--- src/rtl/sip_header_line_framer_defines.svh ---
// sip_header_line_framer_defines.svh: assertion macros for the sip header line framer
// needs clk and rst_n in the scope where the macros are used
`ifndef SIP_HEADER_LINE_FRAMER_DEFINES_SVH
`define SIP_HEADER_LINE_FRAMER_DEFINES_SVH

// same-cycle implication, checked outside reset
`define SHLF_ASSERT_IMP(label, ante, cons, msg) \
    label: assert property (@(posedge clk) disable iff (!rst_n) (ante) |-> (cons)) \
        else $error(msg);

// next-cycle implication, checked outside reset
`define SHLF_ASSERT_NXT(label, ante, cons, msg) \
    label: assert property (@(posedge clk) disable iff (!rst_n) (ante) |=> (cons)) \
        else $error(msg);

`endif

--- src/rtl/shlf_pkg.sv ---
// shlf_pkg.sv: types, codes and constants of the sip header line framer
// no dependencies; used by every module of the block
package shlf_pkg;

    // parameter defaults
    localparam int MAX_BYTES_DEFAULT = 4096;
    localparam int HDR_LIMIT_DEFAULT = 255;

    // character codes
    localparam logic [7:0] CHAR_CR  = 8'h0D;
    localparam logic [7:0] CHAR_LF  = 8'h0A;
    localparam logic [7:0] CHAR_SP  = 8'h20;
    localparam logic [7:0] CHAR_TAB = 8'h09;

    // result queue geometry
    localparam int QUEUE_DEPTH = 4;
    localparam int QUEUE_AW    = $clog2(QUEUE_DEPTH);
    localparam int QCNT_W      = QUEUE_AW + 1;

    typedef enum logic [2:0] {
        KIND_START      = 3'd0,
        KIND_HEADER     = 3'd1,
        KIND_END        = 3'd2,
        KIND_BAD_START  = 3'd3,
        KIND_NO_HEADERS = 3'd4,
        KIND_TRUNCATED  = 3'd5,
        KIND_TOO_LONG   = 3'd6
    } kind_t;

    typedef enum logic [1:0] {
        PH_START,
        PH_HEADERS,
        PH_BODY,
        PH_STOPPED
    } phase_t;

    typedef logic [11:0] line_t;
    typedef logic [7:0]  index_t;

    typedef struct packed {
        logic [7:0] data_byte;
        logic       is_last;
    } item_t;

    typedef struct packed {
        kind_t  result_kind;
        line_t  line_offset;
        line_t  line_length;
        index_t header_index;
        logic   last_of_run;
    } result_t;

    // results produced by one byte, in order
    typedef struct packed {
        logic [1:0] count;
        result_t    first;
        result_t    second;
    } push_t;

endpackage

--- src/rtl/sip_header_line_framer.sv ---
// sip_header_line_framer: frames start line and headers of a sip message, one byte a cycle while the queue has room.
// Path: a byte is held in the input register, and its results are written to the queue before they are offered.
// Throughput: one byte per cycle while the queue has room; a byte that yields two results is read out one at a time
// through the single read port of the four-entry result queue.
// Reset: rst_n clears framing state and empties the queue; no clearing pass is needed.
// Depends on shlf_pkg, shlf_step, shlf_queue and sip_header_line_framer_defines.svh.
`include "sip_header_line_framer_defines.svh"

module sip_header_line_framer #(
    parameter int MAX_MESSAGE_BYTES  = shlf_pkg::MAX_BYTES_DEFAULT,
    parameter int HEADER_COUNT_LIMIT = shlf_pkg::HDR_LIMIT_DEFAULT
) (
    input  logic              clk,
    input  logic              rst_n,
    input  logic              item_valid,
    output logic              item_ready,
    input  shlf_pkg::item_t   item,
    output logic              result_valid,
    input  logic              result_ready,
    output shlf_pkg::result_t result
);

    shlf_pkg::push_t push;
    logic            room;

    // byte framing
    shlf_step #(
        .MAX_MESSAGE_BYTES  (MAX_MESSAGE_BYTES),
        .HEADER_COUNT_LIMIT (HEADER_COUNT_LIMIT)
    ) u_step (
        .clk        (clk),
        .rst_n      (rst_n),
        .item_valid (item_valid),
        .item_ready (item_ready),
        .item       (item),
        .room       (room),
        .push       (push)
    );

    // result buffering
    shlf_queue u_queue (
        .clk          (clk),
        .rst_n        (rst_n),
        .push         (push),
        .room         (room),
        .result_valid (result_valid),
        .result_ready (result_ready),
        .result       (result)
    );

    // checks
    `SHLF_ASSERT_IMP(a_stall_has_result, !item_ready, result_valid, "input stalled with empty queue")
    `SHLF_ASSERT_NXT(a_run_continues, result_valid && result_ready && !result.last_of_run, result_valid, "second result of a run missing")
    `SHLF_ASSERT_IMP(a_trunc_ends_run, result_valid && result.result_kind == shlf_pkg::KIND_TRUNCATED, result.last_of_run, "truncation not last of run")

endmodule

--- src/rtl/shlf_step.sv ---
// shlf_step.sv: input register, framing state and per-byte line logic
// depends on shlf_pkg; feeds results to shlf_queue
module shlf_step #(
    parameter int MAX_MESSAGE_BYTES  = shlf_pkg::MAX_BYTES_DEFAULT,
    parameter int HEADER_COUNT_LIMIT = shlf_pkg::HDR_LIMIT_DEFAULT
) (
    input  logic              clk,
    input  logic              rst_n,
    input  logic              item_valid,
    output logic              item_ready,
    input  shlf_pkg::item_t   item,
    input  logic              room,
    output shlf_pkg::push_t   push
);

    localparam int OFF_W = $clog2(MAX_MESSAGE_BYTES + 1);
    localparam int CNT_W = $clog2(HEADER_COUNT_LIMIT + 1);
    localparam logic [OFF_W-1:0] OFF_MAX = OFF_W'(MAX_MESSAGE_BYTES);
    localparam logic [CNT_W-1:0] CNT_MAX = CNT_W'(HEADER_COUNT_LIMIT);
    localparam logic [OFF_W-1:0] OFF_ONE = OFF_W'(1);

    logic              stage_valid_reg;
    shlf_pkg::item_t   stage_reg;
    logic              fire;

    shlf_pkg::phase_t  phase_reg, phase_next;
    logic              prev_cr_reg, prev_cr_next;
    logic              line_begin_reg, line_begin_next;
    logic [OFF_W-1:0]  offset_reg, offset_next;
    logic [OFF_W-1:0]  line_start_reg, line_start_next;
    logic [OFF_W-1:0]  pend_start_reg, pend_start_next;
    logic [OFF_W-1:0]  pend_len_reg, pend_len_next;
    logic              pend_valid_reg, pend_valid_next;
    logic [CNT_W-1:0]  seen_reg, seen_next;

    logic [7:0]        cur_byte;
    logic [OFF_W-1:0]  off_plus1;
    logic [OFF_W-1:0]  eol_len;
    logic [OFF_W-1:0]  pend_span;
    logic              active;
    logic              hdr_emit;
    logic              line_emit;
    shlf_pkg::kind_t   line_kind;
    logic [OFF_W-1:0]  line_off;
    logic [OFF_W-1:0]  line_len;
    logic [CNT_W-1:0]  seen_upd;
    logic              trunc_emit;
    logic [OFF_W-1:0]  trunc_off;
    logic [OFF_W-1:0]  trunc_len;
    shlf_pkg::result_t hdr_res, line_res, trunc_res;

    // header count as reported, capped at 255
    function automatic shlf_pkg::index_t sat_index(input logic [CNT_W-1:0] c);
        return (32'(c) > 32'd255) ? shlf_pkg::index_t'(8'hFF) : shlf_pkg::index_t'(c);
    endfunction

    // one byte sits in the input register until the queue has room for two results
    assign fire       = stage_valid_reg && room;
    assign item_ready = !stage_valid_reg || room;

    always_ff @(posedge clk or negedge rst_n)
    begin
        if (!rst_n)
        begin
            stage_valid_reg <= 1'b0;
        end
        else if (item_ready)
        begin
            stage_valid_reg <= item_valid;
        end
    end

    always_ff @(posedge clk)
    begin
        if (item_ready && item_valid)
        begin
            stage_reg <= item;
        end
    end

    // line framing for the byte in the input register
    always_comb
    begin
        cur_byte        = stage_reg.data_byte;
        off_plus1       = offset_reg + OFF_ONE;
        eol_len         = offset_reg - OFF_ONE - line_start_reg;
        pend_span       = offset_reg - OFF_ONE - pend_start_reg;
        active          = (phase_reg == shlf_pkg::PH_START) ||
                          (phase_reg == shlf_pkg::PH_HEADERS);

        phase_next      = phase_reg;
        prev_cr_next    = prev_cr_reg;
        line_begin_next = line_begin_reg;
        offset_next     = offset_reg;
        line_start_next = line_start_reg;
        pend_start_next = pend_start_reg;
        pend_len_next   = pend_len_reg;
        pend_valid_next = pend_valid_reg;
        seen_next       = seen_reg;

        hdr_emit        = 1'b0;
        line_emit       = 1'b0;
        line_kind       = shlf_pkg::KIND_START;
        line_off        = line_start_reg;
        line_len        = '0;
        trunc_emit      = 1'b0;

        if (active)
        begin
            if (offset_reg >= OFF_MAX)
            begin
                // oversize message
                line_emit  = 1'b1;
                line_kind  = shlf_pkg::KIND_TOO_LONG;
                phase_next = shlf_pkg::PH_STOPPED;
            end
            else
            begin
                offset_next = off_plus1;

                // a non-folding first byte releases the held header
                if (phase_reg == shlf_pkg::PH_HEADERS && line_begin_reg && pend_valid_reg &&
                    cur_byte != shlf_pkg::CHAR_SP && cur_byte != shlf_pkg::CHAR_TAB)
                begin
                    hdr_emit        = 1'b1;
                    pend_valid_next = 1'b0;
                    if (seen_reg < CNT_MAX)
                    begin
                        seen_next = seen_reg + CNT_W'(1);
                    end
                end
                line_begin_next = 1'b0;

                // cr lf closes the current line
                if (prev_cr_reg && cur_byte == shlf_pkg::CHAR_LF)
                begin
                    if (phase_reg == shlf_pkg::PH_START)
                    begin
                        line_emit = 1'b1;
                        if (eol_len == '0)
                        begin
                            line_kind  = shlf_pkg::KIND_BAD_START;
                            phase_next = shlf_pkg::PH_STOPPED;
                        end
                        else
                        begin
                            line_kind  = shlf_pkg::KIND_START;
                            line_len   = eol_len;
                            phase_next = shlf_pkg::PH_HEADERS;
                        end
                    end
                    else if (eol_len == '0)
                    begin
                        line_emit = 1'b1;
                        if (seen_next == '0)
                        begin
                            line_kind  = shlf_pkg::KIND_NO_HEADERS;
                            phase_next = shlf_pkg::PH_STOPPED;
                        end
                        else
                        begin
                            line_kind  = shlf_pkg::KIND_END;
                            line_off   = off_plus1;
                            phase_next = shlf_pkg::PH_BODY;
                        end
                    end
                    else if (pend_valid_next)
                    begin
                        pend_len_next = pend_span;
                    end
                    else
                    begin
                        pend_start_next = line_start_reg;
                        pend_len_next   = eol_len;
                        pend_valid_next = 1'b1;
                    end
                    line_start_next = off_plus1;
                    line_begin_next = 1'b1;
                    prev_cr_next    = 1'b0;
                end
                else
                begin
                    prev_cr_next = (cur_byte == shlf_pkg::CHAR_CR);
                end
            end

            if (stage_reg.is_last && (phase_next == shlf_pkg::PH_START ||
                                      phase_next == shlf_pkg::PH_HEADERS))
            begin
                trunc_emit = 1'b1;
            end
        end

        seen_upd  = seen_next;
        trunc_off = line_start_next;
        trunc_len = offset_next - line_start_next;

        // end of message returns to the reset state
        if (stage_reg.is_last)
        begin
            phase_next      = shlf_pkg::PH_START;
            prev_cr_next    = 1'b0;
            line_begin_next = 1'b1;
            offset_next     = '0;
            line_start_next = '0;
            pend_start_next = '0;
            pend_len_next   = '0;
            pend_valid_next = 1'b0;
            seen_next       = '0;
        end
    end

    // result records
    always_comb
    begin
        hdr_res.result_kind    = shlf_pkg::KIND_HEADER;
        hdr_res.line_offset    = shlf_pkg::line_t'(pend_start_reg);
        hdr_res.line_length    = shlf_pkg::line_t'(pend_len_reg);
        hdr_res.header_index   = sat_index(seen_reg);
        hdr_res.last_of_run    = !trunc_emit;

        line_res.result_kind   = line_kind;
        line_res.line_offset   = shlf_pkg::line_t'(line_off);
        line_res.line_length   = shlf_pkg::line_t'(line_len);
        line_res.header_index  = sat_index(seen_upd);
        line_res.last_of_run   = !trunc_emit;

        trunc_res.result_kind  = shlf_pkg::KIND_TRUNCATED;
        trunc_res.line_offset  = shlf_pkg::line_t'(trunc_off);
        trunc_res.line_length  = shlf_pkg::line_t'(trunc_len);
        trunc_res.header_index = sat_index(seen_upd);
        trunc_res.last_of_run  = 1'b1;

        // a header release and a line result never come from the same byte
        push.second = trunc_res;
        if (hdr_emit)
        begin
            push.first = hdr_res;
        end
        else if (line_emit)
        begin
            push.first = line_res;
        end
        else
        begin
            push.first = trunc_res;
        end

        if (!fire)
        begin
            push.count = 2'd0;
        end
        else
        begin
            push.count = 2'((hdr_emit || line_emit) ? 1 : 0) + 2'(trunc_emit ? 1 : 0);
        end
    end

    // framing state
    always_ff @(posedge clk or negedge rst_n)
    begin
        if (!rst_n)
        begin
            phase_reg      <= shlf_pkg::PH_START;
            prev_cr_reg    <= 1'b0;
            line_begin_reg <= 1'b1;
            offset_reg     <= '0;
            line_start_reg <= '0;
            pend_start_reg <= '0;
            pend_len_reg   <= '0;
            pend_valid_reg <= 1'b0;
            seen_reg       <= '0;
        end
        else if (fire)
        begin
            phase_reg      <= phase_next;
            prev_cr_reg    <= prev_cr_next;
            line_begin_reg <= line_begin_next;
            offset_reg     <= offset_next;
            line_start_reg <= line_start_next;
            pend_start_reg <= pend_start_next;
            pend_len_reg   <= pend_len_next;
            pend_valid_reg <= pend_valid_next;
            seen_reg       <= seen_next;
        end
    end

endmodule

--- src/rtl/shlf_queue.sv ---
// shlf_queue.sv: small result queue, takes up to two results a cycle, gives one
// depends on shlf_pkg; fed by shlf_step
module shlf_queue (
    input  logic              clk,
    input  logic              rst_n,
    input  shlf_pkg::push_t   push,
    output logic              room,
    output logic              result_valid,
    input  logic              result_ready,
    output shlf_pkg::result_t result
);

    shlf_pkg::result_t              q_reg [shlf_pkg::QUEUE_DEPTH];
    logic [shlf_pkg::QUEUE_AW-1:0]  wr_ptr_reg, wr_ptr_next;
    logic [shlf_pkg::QUEUE_AW-1:0]  rd_ptr_reg, rd_ptr_next;
    logic [shlf_pkg::QCNT_W-1:0]    count_reg, count_next;
    logic                           pop;

    // room for the largest run of one byte
    assign room         = (count_reg <= shlf_pkg::QCNT_W'(shlf_pkg::QUEUE_DEPTH - 2));
    assign result_valid = (count_reg != '0);
    assign result       = q_reg[rd_ptr_reg];
    assign pop          = result_valid && result_ready;

    // pointer and fill arithmetic
    always_comb
    begin
        wr_ptr_next = wr_ptr_reg + shlf_pkg::QUEUE_AW'(push.count);
        rd_ptr_next = rd_ptr_reg + shlf_pkg::QUEUE_AW'(pop);
        count_next  = count_reg + shlf_pkg::QCNT_W'(push.count) - shlf_pkg::QCNT_W'(pop);
    end

    always_ff @(posedge clk or negedge rst_n)
    begin
        if (!rst_n)
        begin
            wr_ptr_reg <= '0;
            rd_ptr_reg <= '0;
            count_reg  <= '0;
        end
        else
        begin
            wr_ptr_reg <= wr_ptr_next;
            rd_ptr_reg <= rd_ptr_next;
            count_reg  <= count_next;
        end
    end

    // entry writes
    always_ff @(posedge clk)
    begin
        if (push.count != 2'd0)
        begin
            q_reg[wr_ptr_reg] <= push.first;
        end
        if (push.count == 2'd2)
        begin
            q_reg[wr_ptr_reg + shlf_pkg::QUEUE_AW'(1)] <= push.second;
        end
    end

endmodule

--- config.mk ---
export PLATFORM = sky130hd
export DESIGN_NAME = sip_header_line_framer
export DESIGN_NICKNAME = d
export VERILOG_FILES = /design/src/rtl/shlf_pkg.sv /design/src/rtl/sip_header_line_framer.sv /design/src/rtl/shlf_step.sv /design/src/rtl/shlf_queue.sv
export VERILOG_INCLUDE_DIRS = /design/src /design/src/rtl
export SDC_FILE = /design/constraint.sdc
export NUM_CORES = 1
export LEC_CHECK = 0
export BUFFER_PORTS_ARGS = -buffer_cell sky130_fd_sc_hd__buf_2
export CORE_AREA = 2 2 146 176
export DETAILED_ROUTE_END_ITERATION = 10
export DIE_AREA = 0 0 148 178
export PLACE_DENSITY = 0.71
export SYNTH_ARGS = -nofsm -noshare
export SYNTH_HDL_FRONTEND = slang
export SYNTH_SLANG_ARGS = --single-unit
--- constraint.sdc ---
create_clock -name clk -period 15.55 [get_ports clk]
set_input_delay 1.555 -clock clk [delete_from_list [all_inputs] [get_ports clk]]
set_output_delay 1.555 -clock clk [all_outputs]
set_load 0.03 [all_outputs]
==> impl_results.md, run 1 <==
- R2r setup slk: 8250 ps
- Worst Path Required: 15970 ps
- F_max: 137 MHz
- Crit path time final: 7300 ps
- PwrDens: 184 mW/mm^2
- Crit path arrival time: 7730 ps
- Status: finished, final reports clean
- Nets: 1357
- Worst skew pair latency: 530 ps
- Layout Utilization: 0.599
- Worst Setup Start Kind: register
- Worst path cell trace: nor3_1 -> nand2_1 -> nor3_1 -> xor2_1 -> ha_1 -> a21oi_1 -> o21ai_0 -> and3_1 -> o31a_1 -> o21ai_1 -> a2111o_1 -> and2_4 -> clkinv_1 -> ha_1 -> o21ai_1 -> or2_2 -> nand2_1 -> buf_4 -> o22a_1
- Cell Int Power: 1.57 mW
- Worst Path Max Fanout: 33
- Post-route ant nets: 0
- Seq/Total Area, Yosys: 0.464
- CP max-delay cell: or2_2
- FILL cells: 2085
- Core area: 0.0246 sq mm
- Vias per inst: 6.71
- Reg-to-Reg Start: u_step.offset_reg[0]
- Sw Ratio: 0.422
- DRC errors left: 0
- Std-Cell Rows: 63
- Post-route cell area: 0.0147 sq mm
- Async SR Flop Fraction: 0.317
- CP Launch Point: u_step.offset_reg[0]
- Post-DP Area: 0.0139 sq mm
- Initial Util: 0.544
- I/O Pins: 51
- Clock sink count: 224
- Max reg flops: 144
- Area grow syn2layout: 10.1%
- Final setup fails: 0
- Final WS setup: 8250 ps
- Actual slew at the worst max-slew pin: 1120 ps
- Peak VDD IR: 0.126 mV
- Count of pins over their slew limit: 0
- Vias in the first global route: 10.7k
- Gr usage total: 0.300
- CTS Root Cell: clkbuf_16
- Routed WL: 39.5 mm
- Detailed placement HPWL: 27.8 mm
- Synthesis-stage register bit count: 224
- Comb power frac: 0.495
- Drt pass-1 iters: 5
- # hold bufs at CTS: 0
- Slowest stage delay, CP: 640 ps
- Clock power share: 0.224
- Clock-pin slew on the worst setup and hold paths: 60 ps
- Setup CP Type: register to register
- Yosys warns: 0
- Die H: 178 microns
- Crit. End Element: register
- Depth of the most critical reg-to-reg path: 19
- Clock Skews: 17.0 ps
- RSZ-0062 raised after global routing: false
- Max-cap viol count: 0
- Synthesized area: 0.0134 sq mm
- Distinct cells, synth: 91
- Synth Net Count: 1341
- Antenna cells: 0
- Pre-CTS setup slack: 8400 ps
- Detailed-route via count: 11.0k
- Port Buf Inserts: 50
- Fin crit share: 0.470
- Setup TNS: 0 ps
- Hold WC Path Type: register to register
- Die width: 148 microns
- Sw power: 1.14 mW
- Setup crit end: u_queue.q_reg[2][0]
- R2r endpoint: u_queue.q_reg[2][0]
- Mean post-synth cell area: 10.5 sq um
- Post-CTS sizing: 0
- Initial antenna violation count: 0
- Max H-tree Level: 1
- Pin count of the biggest net entering global routing: 72
- Sequential group share of total power: 0.281
- Pleak: 5.26 nW
- Die area: 0.0263 sq mm
- CTS tree: yes
- Syn Inst Count: 1281
- Hold Fails Final Rpt: 0
- EDFF count, synth: 137
- Placer congestion estimate: 0.989
- First-pass GRT wire length: 61.0 mm
- CTS Buf Count: 24
- Remaining Overflow, GRT: 0
- Post-CTS Setup Inserts: 0
- Clock buffer depth: 3
- Most used DFF post-synth: edfxtp_1
- 1st-iter DRT viols: 1261
- Wirelength per Cell: 24.1 microns
- Share of cells above drive strength 1: 0.151
- WHS: 480 ps
- Slew headroom: 0.251
placed cells by master, fill, tap and decap left out, drive strengths merged, types with 36 or more instances in the layout:
cell    Yosys  layout
a21oi      60      60
buf         9      76
dfrtp      70      70
edfxtp    137     137
ha         43      43
inv        56      58
mux4       36      36
nand2      93      93
nor2       90      90
o21ai      86      86
o22ai      99      99
cell type report:
| class | instances | area [sq um] | area share |
|---|---|---|---|
| repair buffers | 76 | 448 | 0.0304 |
| multi-input cells | 914 | 6630 | 0.450 |
| well taps | 325 | 407 | 0.0276 |
| clock inverters | 16 | 196 | 0.0133 |
| flip-flops and latches | 224 | 6210 | 0.421 |
| clock buffers | 28 | 637 | 0.0432 |
| inverters | 57 | 214 | 0.0145 |
per-layer routing:
layer,track usage,part of all wire
met2,0.494,0.48
met5,0,0
met4,0.128,0.039
met3,0.0499,0.088
met1,0.396,0.40
worst max-delay path: cells and delay by family (launching register included):
| kind | cells | cell delay [ps] |
|---|---|---|
| fa+ha+maj | 2 | 840 |
| simple gates | 7 | 2520 |
| xor+xnor | 1 | 240 |
| flops | 1 | 520 |
| compound gates | 7 | 2240 |
| buf+inv | 2 | 790 |
worst min-delay path by stage:
| stage | startpoint | to | slack, ps | depth (start not counted) |
|---|---|---|---|---|
| after floorplan | u_queue.q_reg[2][34] | u_queue.q_reg[2][34] | 440 | 2 |
| after global placement | u_queue.q_reg[0][34] | u_queue.q_reg[0][34] | 450 | 2 |
| after detailed placement | u_queue.q_reg[1][34] | u_queue.q_reg[1][34] | 460 | 2 |
| after CTS | u_queue.q_reg[1][34] | u_queue.q_reg[1][34] | 480 | 2 |
| after global routing | u_step.prev_cr_reg | u_step.prev_cr_reg | 500 | 1 |
| final | u_step.line_begin_reg | u_step.line_begin_reg | 480 | 2 |
synthesized netlist by cell type (11+ instances only):
cell	instances	area share
dfxtp_1	16	0.024
a22o_1	18	0.012
and3_1	12	0.0056
clkbuf_1	77	0.022
xor2_1	22	0.014
nand2_1	93	0.026
and2_1	11	0.0051
o31ai_1	17	0.0095
nor2b_1	12	0.0056
nand3_1	24	0.0090
o22ai_1	99	0.046
nor3_1	30	0.011
edfxtp_1	137	0.31
a21oi_1	57	0.021
nor2_1	89	0.025
xnor2_1	32	0.021
nand2b_1	17	0.0079
mux4_2	36	0.061
ha_1	43	0.040
o2bb2ai_1	13	0.0085
dfrtp_1	70	0.13
inv_1	56	0.016
o21ai_0	81	0.030
a31oi_1	14	0.0065
metrics by stage:
step                      std cells  power, mW
after CTS                      1640       2.70
after detailed placement       1596       2.10
after floorplan                1281       1.77
after global routing           1640       2.86
final                          1640       2.71
after global placement         1596       2.08
kinds of logic (layout without fill, tap and decap cells):
kind of cell               after synthesis  in the layout  share of synthesized area
AOI/OAI and AO/OA                      419            419                      0.215
and+or+nand+nor                        341            341                      0.125
DFF                                    224            224                      0.464
buffers and inverters                  143            177                     0.0410
xor gates and xnor gates                54             54                     0.0353
muxes                                   53             53                     0.0742
adders and majority gates               47             47                     0.0462
power groups by stage:
stage | Combinational, mW | Clock (mW) | Sequential, mW
after floorplan | 1.01 | 0 | 0.754
after global placement | 1.32 | 0 | 0.769
after detailed placement | 1.33 | 0 | 0.773
after CTS | 1.33 | 0.608 | 0.761
after global routing | 1.46 | 0.634 | 0.770
final | 1.34 | 0.606 | 0.762
No activity file was read; power rests on OpenSTA's default activity.
==> run 2, diff against run 1 <==
Clock period 15.55 ns to 6.75 ns, I/O delays scaled along.
==> impl_results.md, run 2 (synthesis gave the netlist of run 1 again) <==
- Post-CTS Setup Inserts: 0
- Worst Setup Start Kind: register
- Cell Int Power: 3.63 mW
- Initial Util: 0.544
- Hold WC Path Type: input pin to async pin
- Final setup fails: 0
- Pin count of the biggest net entering global routing: 72
- Vias per inst: 6.81
- Crit. End Element: register
- Worst Path Required: 6980 ps
- Worst path cell trace: nor3_1 -> nand2_1 -> nor3_1 -> xor2_1 -> ha_1 -> a21oi_1 -> o211ai_1 -> and3_1 -> o31a_1 -> or3_1 -> a2111o_1 -> and2_4 -> clkinv_1 -> ha_1 -> o21ai_2 -> or2_2 -> buf_4 -> o22ai_1
- Area grow syn2layout: 10.9%
- Footprint of the multi-input gates: 0.00666 sq mm
- Slowest stage delay, CP: 520 ps
- Post-route ant nets: 0
- Detailed-route via count: 11.2k
- Setup CP Type: register to register
- Crit path time final: 6340 ps
- Pleak: 5.29 nW
- Commonest non-fill, non-tap cells in the layout: 137 x edfxtp_1, 99 x o22ai_1, 93 x nand2_1
- Gr usage total: 0.304
- DRC errors left: 0
- Std-Cell Rows: 63
- Sequential group share of total power: 0.278
- Clock buffer depth: 3
- Count of pins over their slew limit: 0
- Clock power share: 0.218
- FILL cells: 2045
- Critical path's top delay family: simple AND/OR/NAND/NOR gates
- Buf+Inv Stages, Crit Path: 2
- Core area: 0.0246 sq mm
- Sw power: 2.69 mW
- Worst Path Max Fanout: 17
- Clock Skews: 18.3 ps
- Status: finished, final reports clean
- Comb power frac: 0.504
- 1st-iter DRT viols: 1193
- Most common cell after layout, fill and taps aside: edfxtp_1
- Max H-tree Level: 1
- Die width: 148 microns
- CP max-delay cell: a2111o_1
- Remaining Overflow, GRT: 0
- Clock sink count: 224
- Drt pass-1 iters: 6
- # hold bufs at CTS: 0
- Die H: 178 microns
- Hold Fails Final Rpt: 0
- CTS Buf Count: 23
- Fin crit share: 0.939
- Actual slew at the worst max-slew pin: 1230 ps
- First-pass GRT wire length: 61.7 mm
- Peak VDD IR: 0.240 mV
- Die area: 0.0263 sq mm
- Placer congestion estimate: 0.953
- Detailed placement HPWL: 27.7 mm
- CTS tree: yes
- Vias in the first global route: 10.6k
- Number of placed cells counting well taps: 1605
- Setup TNS: 0 ps
- CTS Root Cell: clkbuf_16
- Tot Pwr: 6.32 mW
- RSZ-0062 raised after global routing: false
- Routed WL: 40.1 mm
- Register area: 0.00621 sq mm
- Clock-pin slew on the worst setup and hold paths: 70 ps
- Cell Count, Final, Fillers Out: 1647
- Initial antenna violation count: 1
- PwrDens: 426 mW/mm^2
- Max-cap viol count: 0
- F_max: 158 MHz
- Nets: 1365
- Sw Ratio: 0.426
- Slew headroom: 0.183
- Share of cells above drive strength 1: 0.157
- Wirelength per Cell: 24.4 microns
- Crit path arrival time: 6570 ps
- Antenna cells: 0
- Port Buf Inserts: 50
- Max reg flops: 144
- I/O Pins: 51
- Worst skew pair latency: 520 ps
run 2: cell types whose count changed in the layout (fill, tap and decap cells not counted), sizes merged:
cell / before / now
clkinvlp: 1 / 5
clkinv: 10 / 8
clkbuf: 28 / 24
bufinv: 4 / 5
buf: 76 / 85
inv: 58 / 57
run 2: final cells by class:
class / instances / area share
multi-input cells: 914 / 0.449
clock inverters: 18 / 0.0156
flip-flops and latches: 224 / 0.419
inverters: 57 / 0.0144
repair buffers: 85 / 0.0364
well taps: 325 / 0.0274
clock buffers: 24 / 0.0390
run 2: worst paths after layout:
kind	from	slack (ps)	depth (start not counted)	endpoint
min in group clk	item[0]	330	1	u_step.stage_reg[0]
worst max register to register	u_step.offset_reg[2]	410	18	u_queue.q_reg[3][16]
worst min register to register	u_step.line_begin_reg	480	2	u_step.line_begin_reg
worst max-delay path	u_step.offset_reg[2]	410	18	u_queue.q_reg[3][16]
worst min-delay path	rst_n	280	1	u_step.stage_valid_reg
max in group asynchronous	rst_n	5800	1	u_step.pend_start_reg[9]
run 2: metrics by stage:
stage	hold WS [ps]	cell area (sq um)	setup slack, ps	util
finish	284	14800	412	0.604
global route	322	14800	124	0.604
detailed placement	462	14000	305	0.569
CTS	318	14800	249	0.602
global placement	448	14000	573	0.569
floorplan	379	13400	411	-
run 2: what timing repair did:
item,CTS,global route
hold endpoints to repair,0,0
gates resized for setup,0,5
endpoints found under the setup margin,0,203
run 2: routing by layer:
layer  global-route usage  up-vias  wire (microns)
li1                     -     4983               -
met1                0.415     5443           15900
met3               0.0509      117            3700
met4                0.116        2            1500
met2                0.490      672           19000
met5                    0        -              13
run 2: power groups by stage:
stage	Clock, mW	Sequential, mW	Combinational [mW]
after global routing	1.44	1.77	3.44
after CTS	1.38	1.76	3.15
after floorplan	0	1.74	2.33
final	1.38	1.76	3.18
after detailed placement	0	1.78	3.13
after global placement	0	1.77	3.10
==> run 3, diff against run 2 <==
Settings changed: ABC_AREA from default to 1, CORE_AREA 2 2 146 176 to 2 2 149 180, DIE_AREA 0 0 148 178 to 0 0 151 182, MAX_ROUTING_LAYER from default to met4, PLACE_DENSITY 0.71 to 0.72.
==> impl_results.md, run 3 <==
- Status: finished, final reports clean
- Peak VDD IR: 0.341 mV
- Placer congestion estimate: 0.999
- First-pass GRT wire length: 64.5 mm
- Detailed placement HPWL: 30.3 mm
- Most used DFF post-synth: edfxtp_1
- Synth Net Count: 1902
- Setup TNS: 0 ps
- Max reg flops: 144
- Post-DP Area: 0.0146 sq mm
- PwrDens: 423 mW/mm^2
- Slew headroom: 0.283
- Largest area contributor in the netlist: edfxtp_1
- Most Used Layer, Global Route: met2
- RSZ-0062 raised after global routing: false
- CTS tree: yes
- Clock Skews: 20.8 ps
- Antenna cells: 0
- Std-Cell Rows: 65
- Most frequent cell after synthesis: nand2_1
- F_max: 170 MHz
- Critical path's top delay family: simple AND/OR/NAND/NOR gates
- Clock sink count: 224
- Pin count of the biggest net entering global routing: 75
- Met2 Resource Use GR: 0.502
- Crit. End Element: register
- Core area: 0.0259 sq mm
- Die area: 0.0275 sq mm
- Commonest cells post-synth: 568 x nand2_1, 203 x inv_1, 159 x nor2_1, 156 x o21ai_0, 137 x edfxtp_1
- Commonest non-fill, non-tap cells in the layout: 568 x nand2_1, 203 x inv_1, 156 x o21ai_0, 156 x nor2_1, 137 x edfxtp_1
- Wirelength per Cell: 18.5 microns
- Yosys warns: 0
- Vias in the first global route: 11.8k
- Area grow syn2layout: 9.65%
- # hold bufs at CTS: 0
- Share of cells above drive strength 1: 0.0838
- Crit path time final: 5870 ps
- Final setup fails: 0
- Share of Yosys cell area claimed by the top area cell type: 0.293
- Initial Util: 0.542
- Synthesis-stage register bit count: 224
- Die width: 151 microns
- Clock buffer depth: 3
- Synthesized area: 0.0140 sq mm
- Top cells by area, synth: edfxtp_1 29%, nand2_1 15%, dfrtp_1 12%
- Nets: 1929
- Clock-pin slew on the worst setup and hold paths: 60 ps
- Seq/Total Area, Yosys: 0.443
- Die H: 182 microns
- Vias per inst: 5.74
- Distinct cells, synth: 50
- Routed WL: 41.1 mm
- EDFF count, synth: 137
- Gr usage total: 0.310
- Buf+Inv Stages, Crit Path: 7
- I/O Pins: 51
- Initial antenna violation count: 0
- Detailed-route via count: 12.8k
- Hold Fails Final Rpt: 0
- Post-route ant nets: 0
- Mean post-synth cell area: 7.61 sq um
- Cell mode on critical path: nand2_1
- CP max-delay cell: dfrtp_1
- Most common cell after layout, fill and taps aside: nand2_1
- 1st-iter DRT viols: 1233
- Max-cap viol count: 0
- Fin crit share: 0.869
- Post-route cell area: 0.0154 sq mm
- Worst Path Max Fanout: 30
- CTS Root Cell: clkbuf_16
- CTS Buf Count: 23
- Slowest stage delay, CP: 470 ps
- GRT met3 Usage: 0.0312
- Async SR Flop Fraction: 0.317
- Worst Path Required: 6960 ps
- Max H-tree Level: 1
- Hold WC Path Type: input pin to register
- Crit path arrival time: 6080 ps
- Met1 Usage GRT: 0.413
- DRC errors left: 0
- Actual slew at the worst max-slew pin: 1070 ps
- Worst Setup Start Kind: register
- Worst skew pair latency: 530 ps
- Post-CTS Setup Inserts: 0
- Port Buf Inserts: 50
- Count of pins over their slew limit: 0
- Drt pass-1 iters: 8
- Setup CP Type: register to register
- Pleak: 7.28 nW
- Remaining Overflow, GRT: 0
- Syn Inst Count: 1842
[run 3: cell count changes in the layout (fill, tap and decap cells not counted), sizes merged, moves of 16 or more]
cell / before / now
inv: 57 / 212
nand4: 6 / 53
o21ai: 86 / 170
nand2b: 17 / 0
nor2: 90 / 168
nand2: 93 / 583
xnor2: 32 / 7
mux4: 36 / 0
nand3: 24 / 75
nor3: 30 / 14
a22o: 18 / 1
[run 3: layout make-up]
cell class,instances,area [sq um]
Timing Repair Buffer,72,440
Clock buffer,29,608
Multi-Input combinational cell,1336,6720
Clock inverter,13,183
Inverter,212,796
Sequential cell,224,6210
Fill cell,2411,10500
Tap cell,335,419
[run 3: worst register-to-register path: cells and delay by family (launching register included)]
| kind | cells | cell delay, ps |
|---|---|---|
| flops | 1 | 470 |
| simple gates | 21 | 2940 |
| fa+ha+maj | 2 | 570 |
| compound gates | 2 | 320 |
| buf+inv | 7 | 1250 |
[run 3: logic make-up (layout without fill, tap and decap cells)]
logic type               Yosys count  count (layout)  synth area share
buffers and inverters            282             326            0.0789
AO/OA/AOI/OAI                    344             344             0.138
AND/OR/NAND/NOR                  903             903             0.270
adder cells (fa/ha/maj)           47              47            0.0441
XOR/XNOR                          42              42            0.0262
flip-flops                       224             224             0.443
[run 3: report_power, final]
| part | internal, mW | total (mW) | switching, mW | leakage, nW |
|---|---|---|---|---|
| Sequential | 1.64 | 1.72 | 0.0784 | 2.38 |
| Clock | 0.797 | 1.34 | 0.544 | 0.384 |
| Combinational | 0.992 | 3.45 | 2.45 | 4.52 |
[run 3: what timing repair did]
action	in CTS	in global routing
hold endpoints to repair	0	0
endpoints found under the setup margin	0	28
resized for setup	0	1
[run 3: worst paths after layout]
| path | from | end | slack, ps | depth (start not counted) |
|---|---|---|---|---|
| max | u_step.offset_reg[0] | u_queue.q_reg[2][20] | 880 | 32 |
| min | item[0] | u_step.stage_reg[0] | 320 | 1 |
| max reg2reg | u_step.offset_reg[0] | u_queue.q_reg[2][20] | 880 | 32 |
| min reg2reg | u_queue.q_reg[2][34] | u_queue.q_reg[2][34] | 460 | 2 |
| max in group asynchronous | rst_n | u_step.line_start_reg[5] | 5730 | 2 |
| min in group asynchronous | rst_n | u_step.stage_valid_reg | 370 | 2 |
[run 3: layer usage]
layer,routed length [microns],vias to the layer above
li1,-,6205
met4,1430,0
met5,0,-
met3,2620,94
met2,19500,534
met1,17600,5923
[run 3: through the flow]
stage | hold WS (ps) | power [mW] | instances | setup WS (ps) | util
6_report | 320 | 6.51 | 2221 | 882 | 0.595
5_1_grt | 310 | 6.92 | 2221 | 173 | 0.595
4_1_cts | 308 | 6.49 | 2221 | 739 | 0.594
3_5_place_dp | 442 | 5.15 | 2179 | 759 | 0.564
3_3_place_gp | 437 | 5.11 | 2179 | 1050 | 0.564
2_1_floorplan | 379 | 4.16 | 1842 | 1780 | -
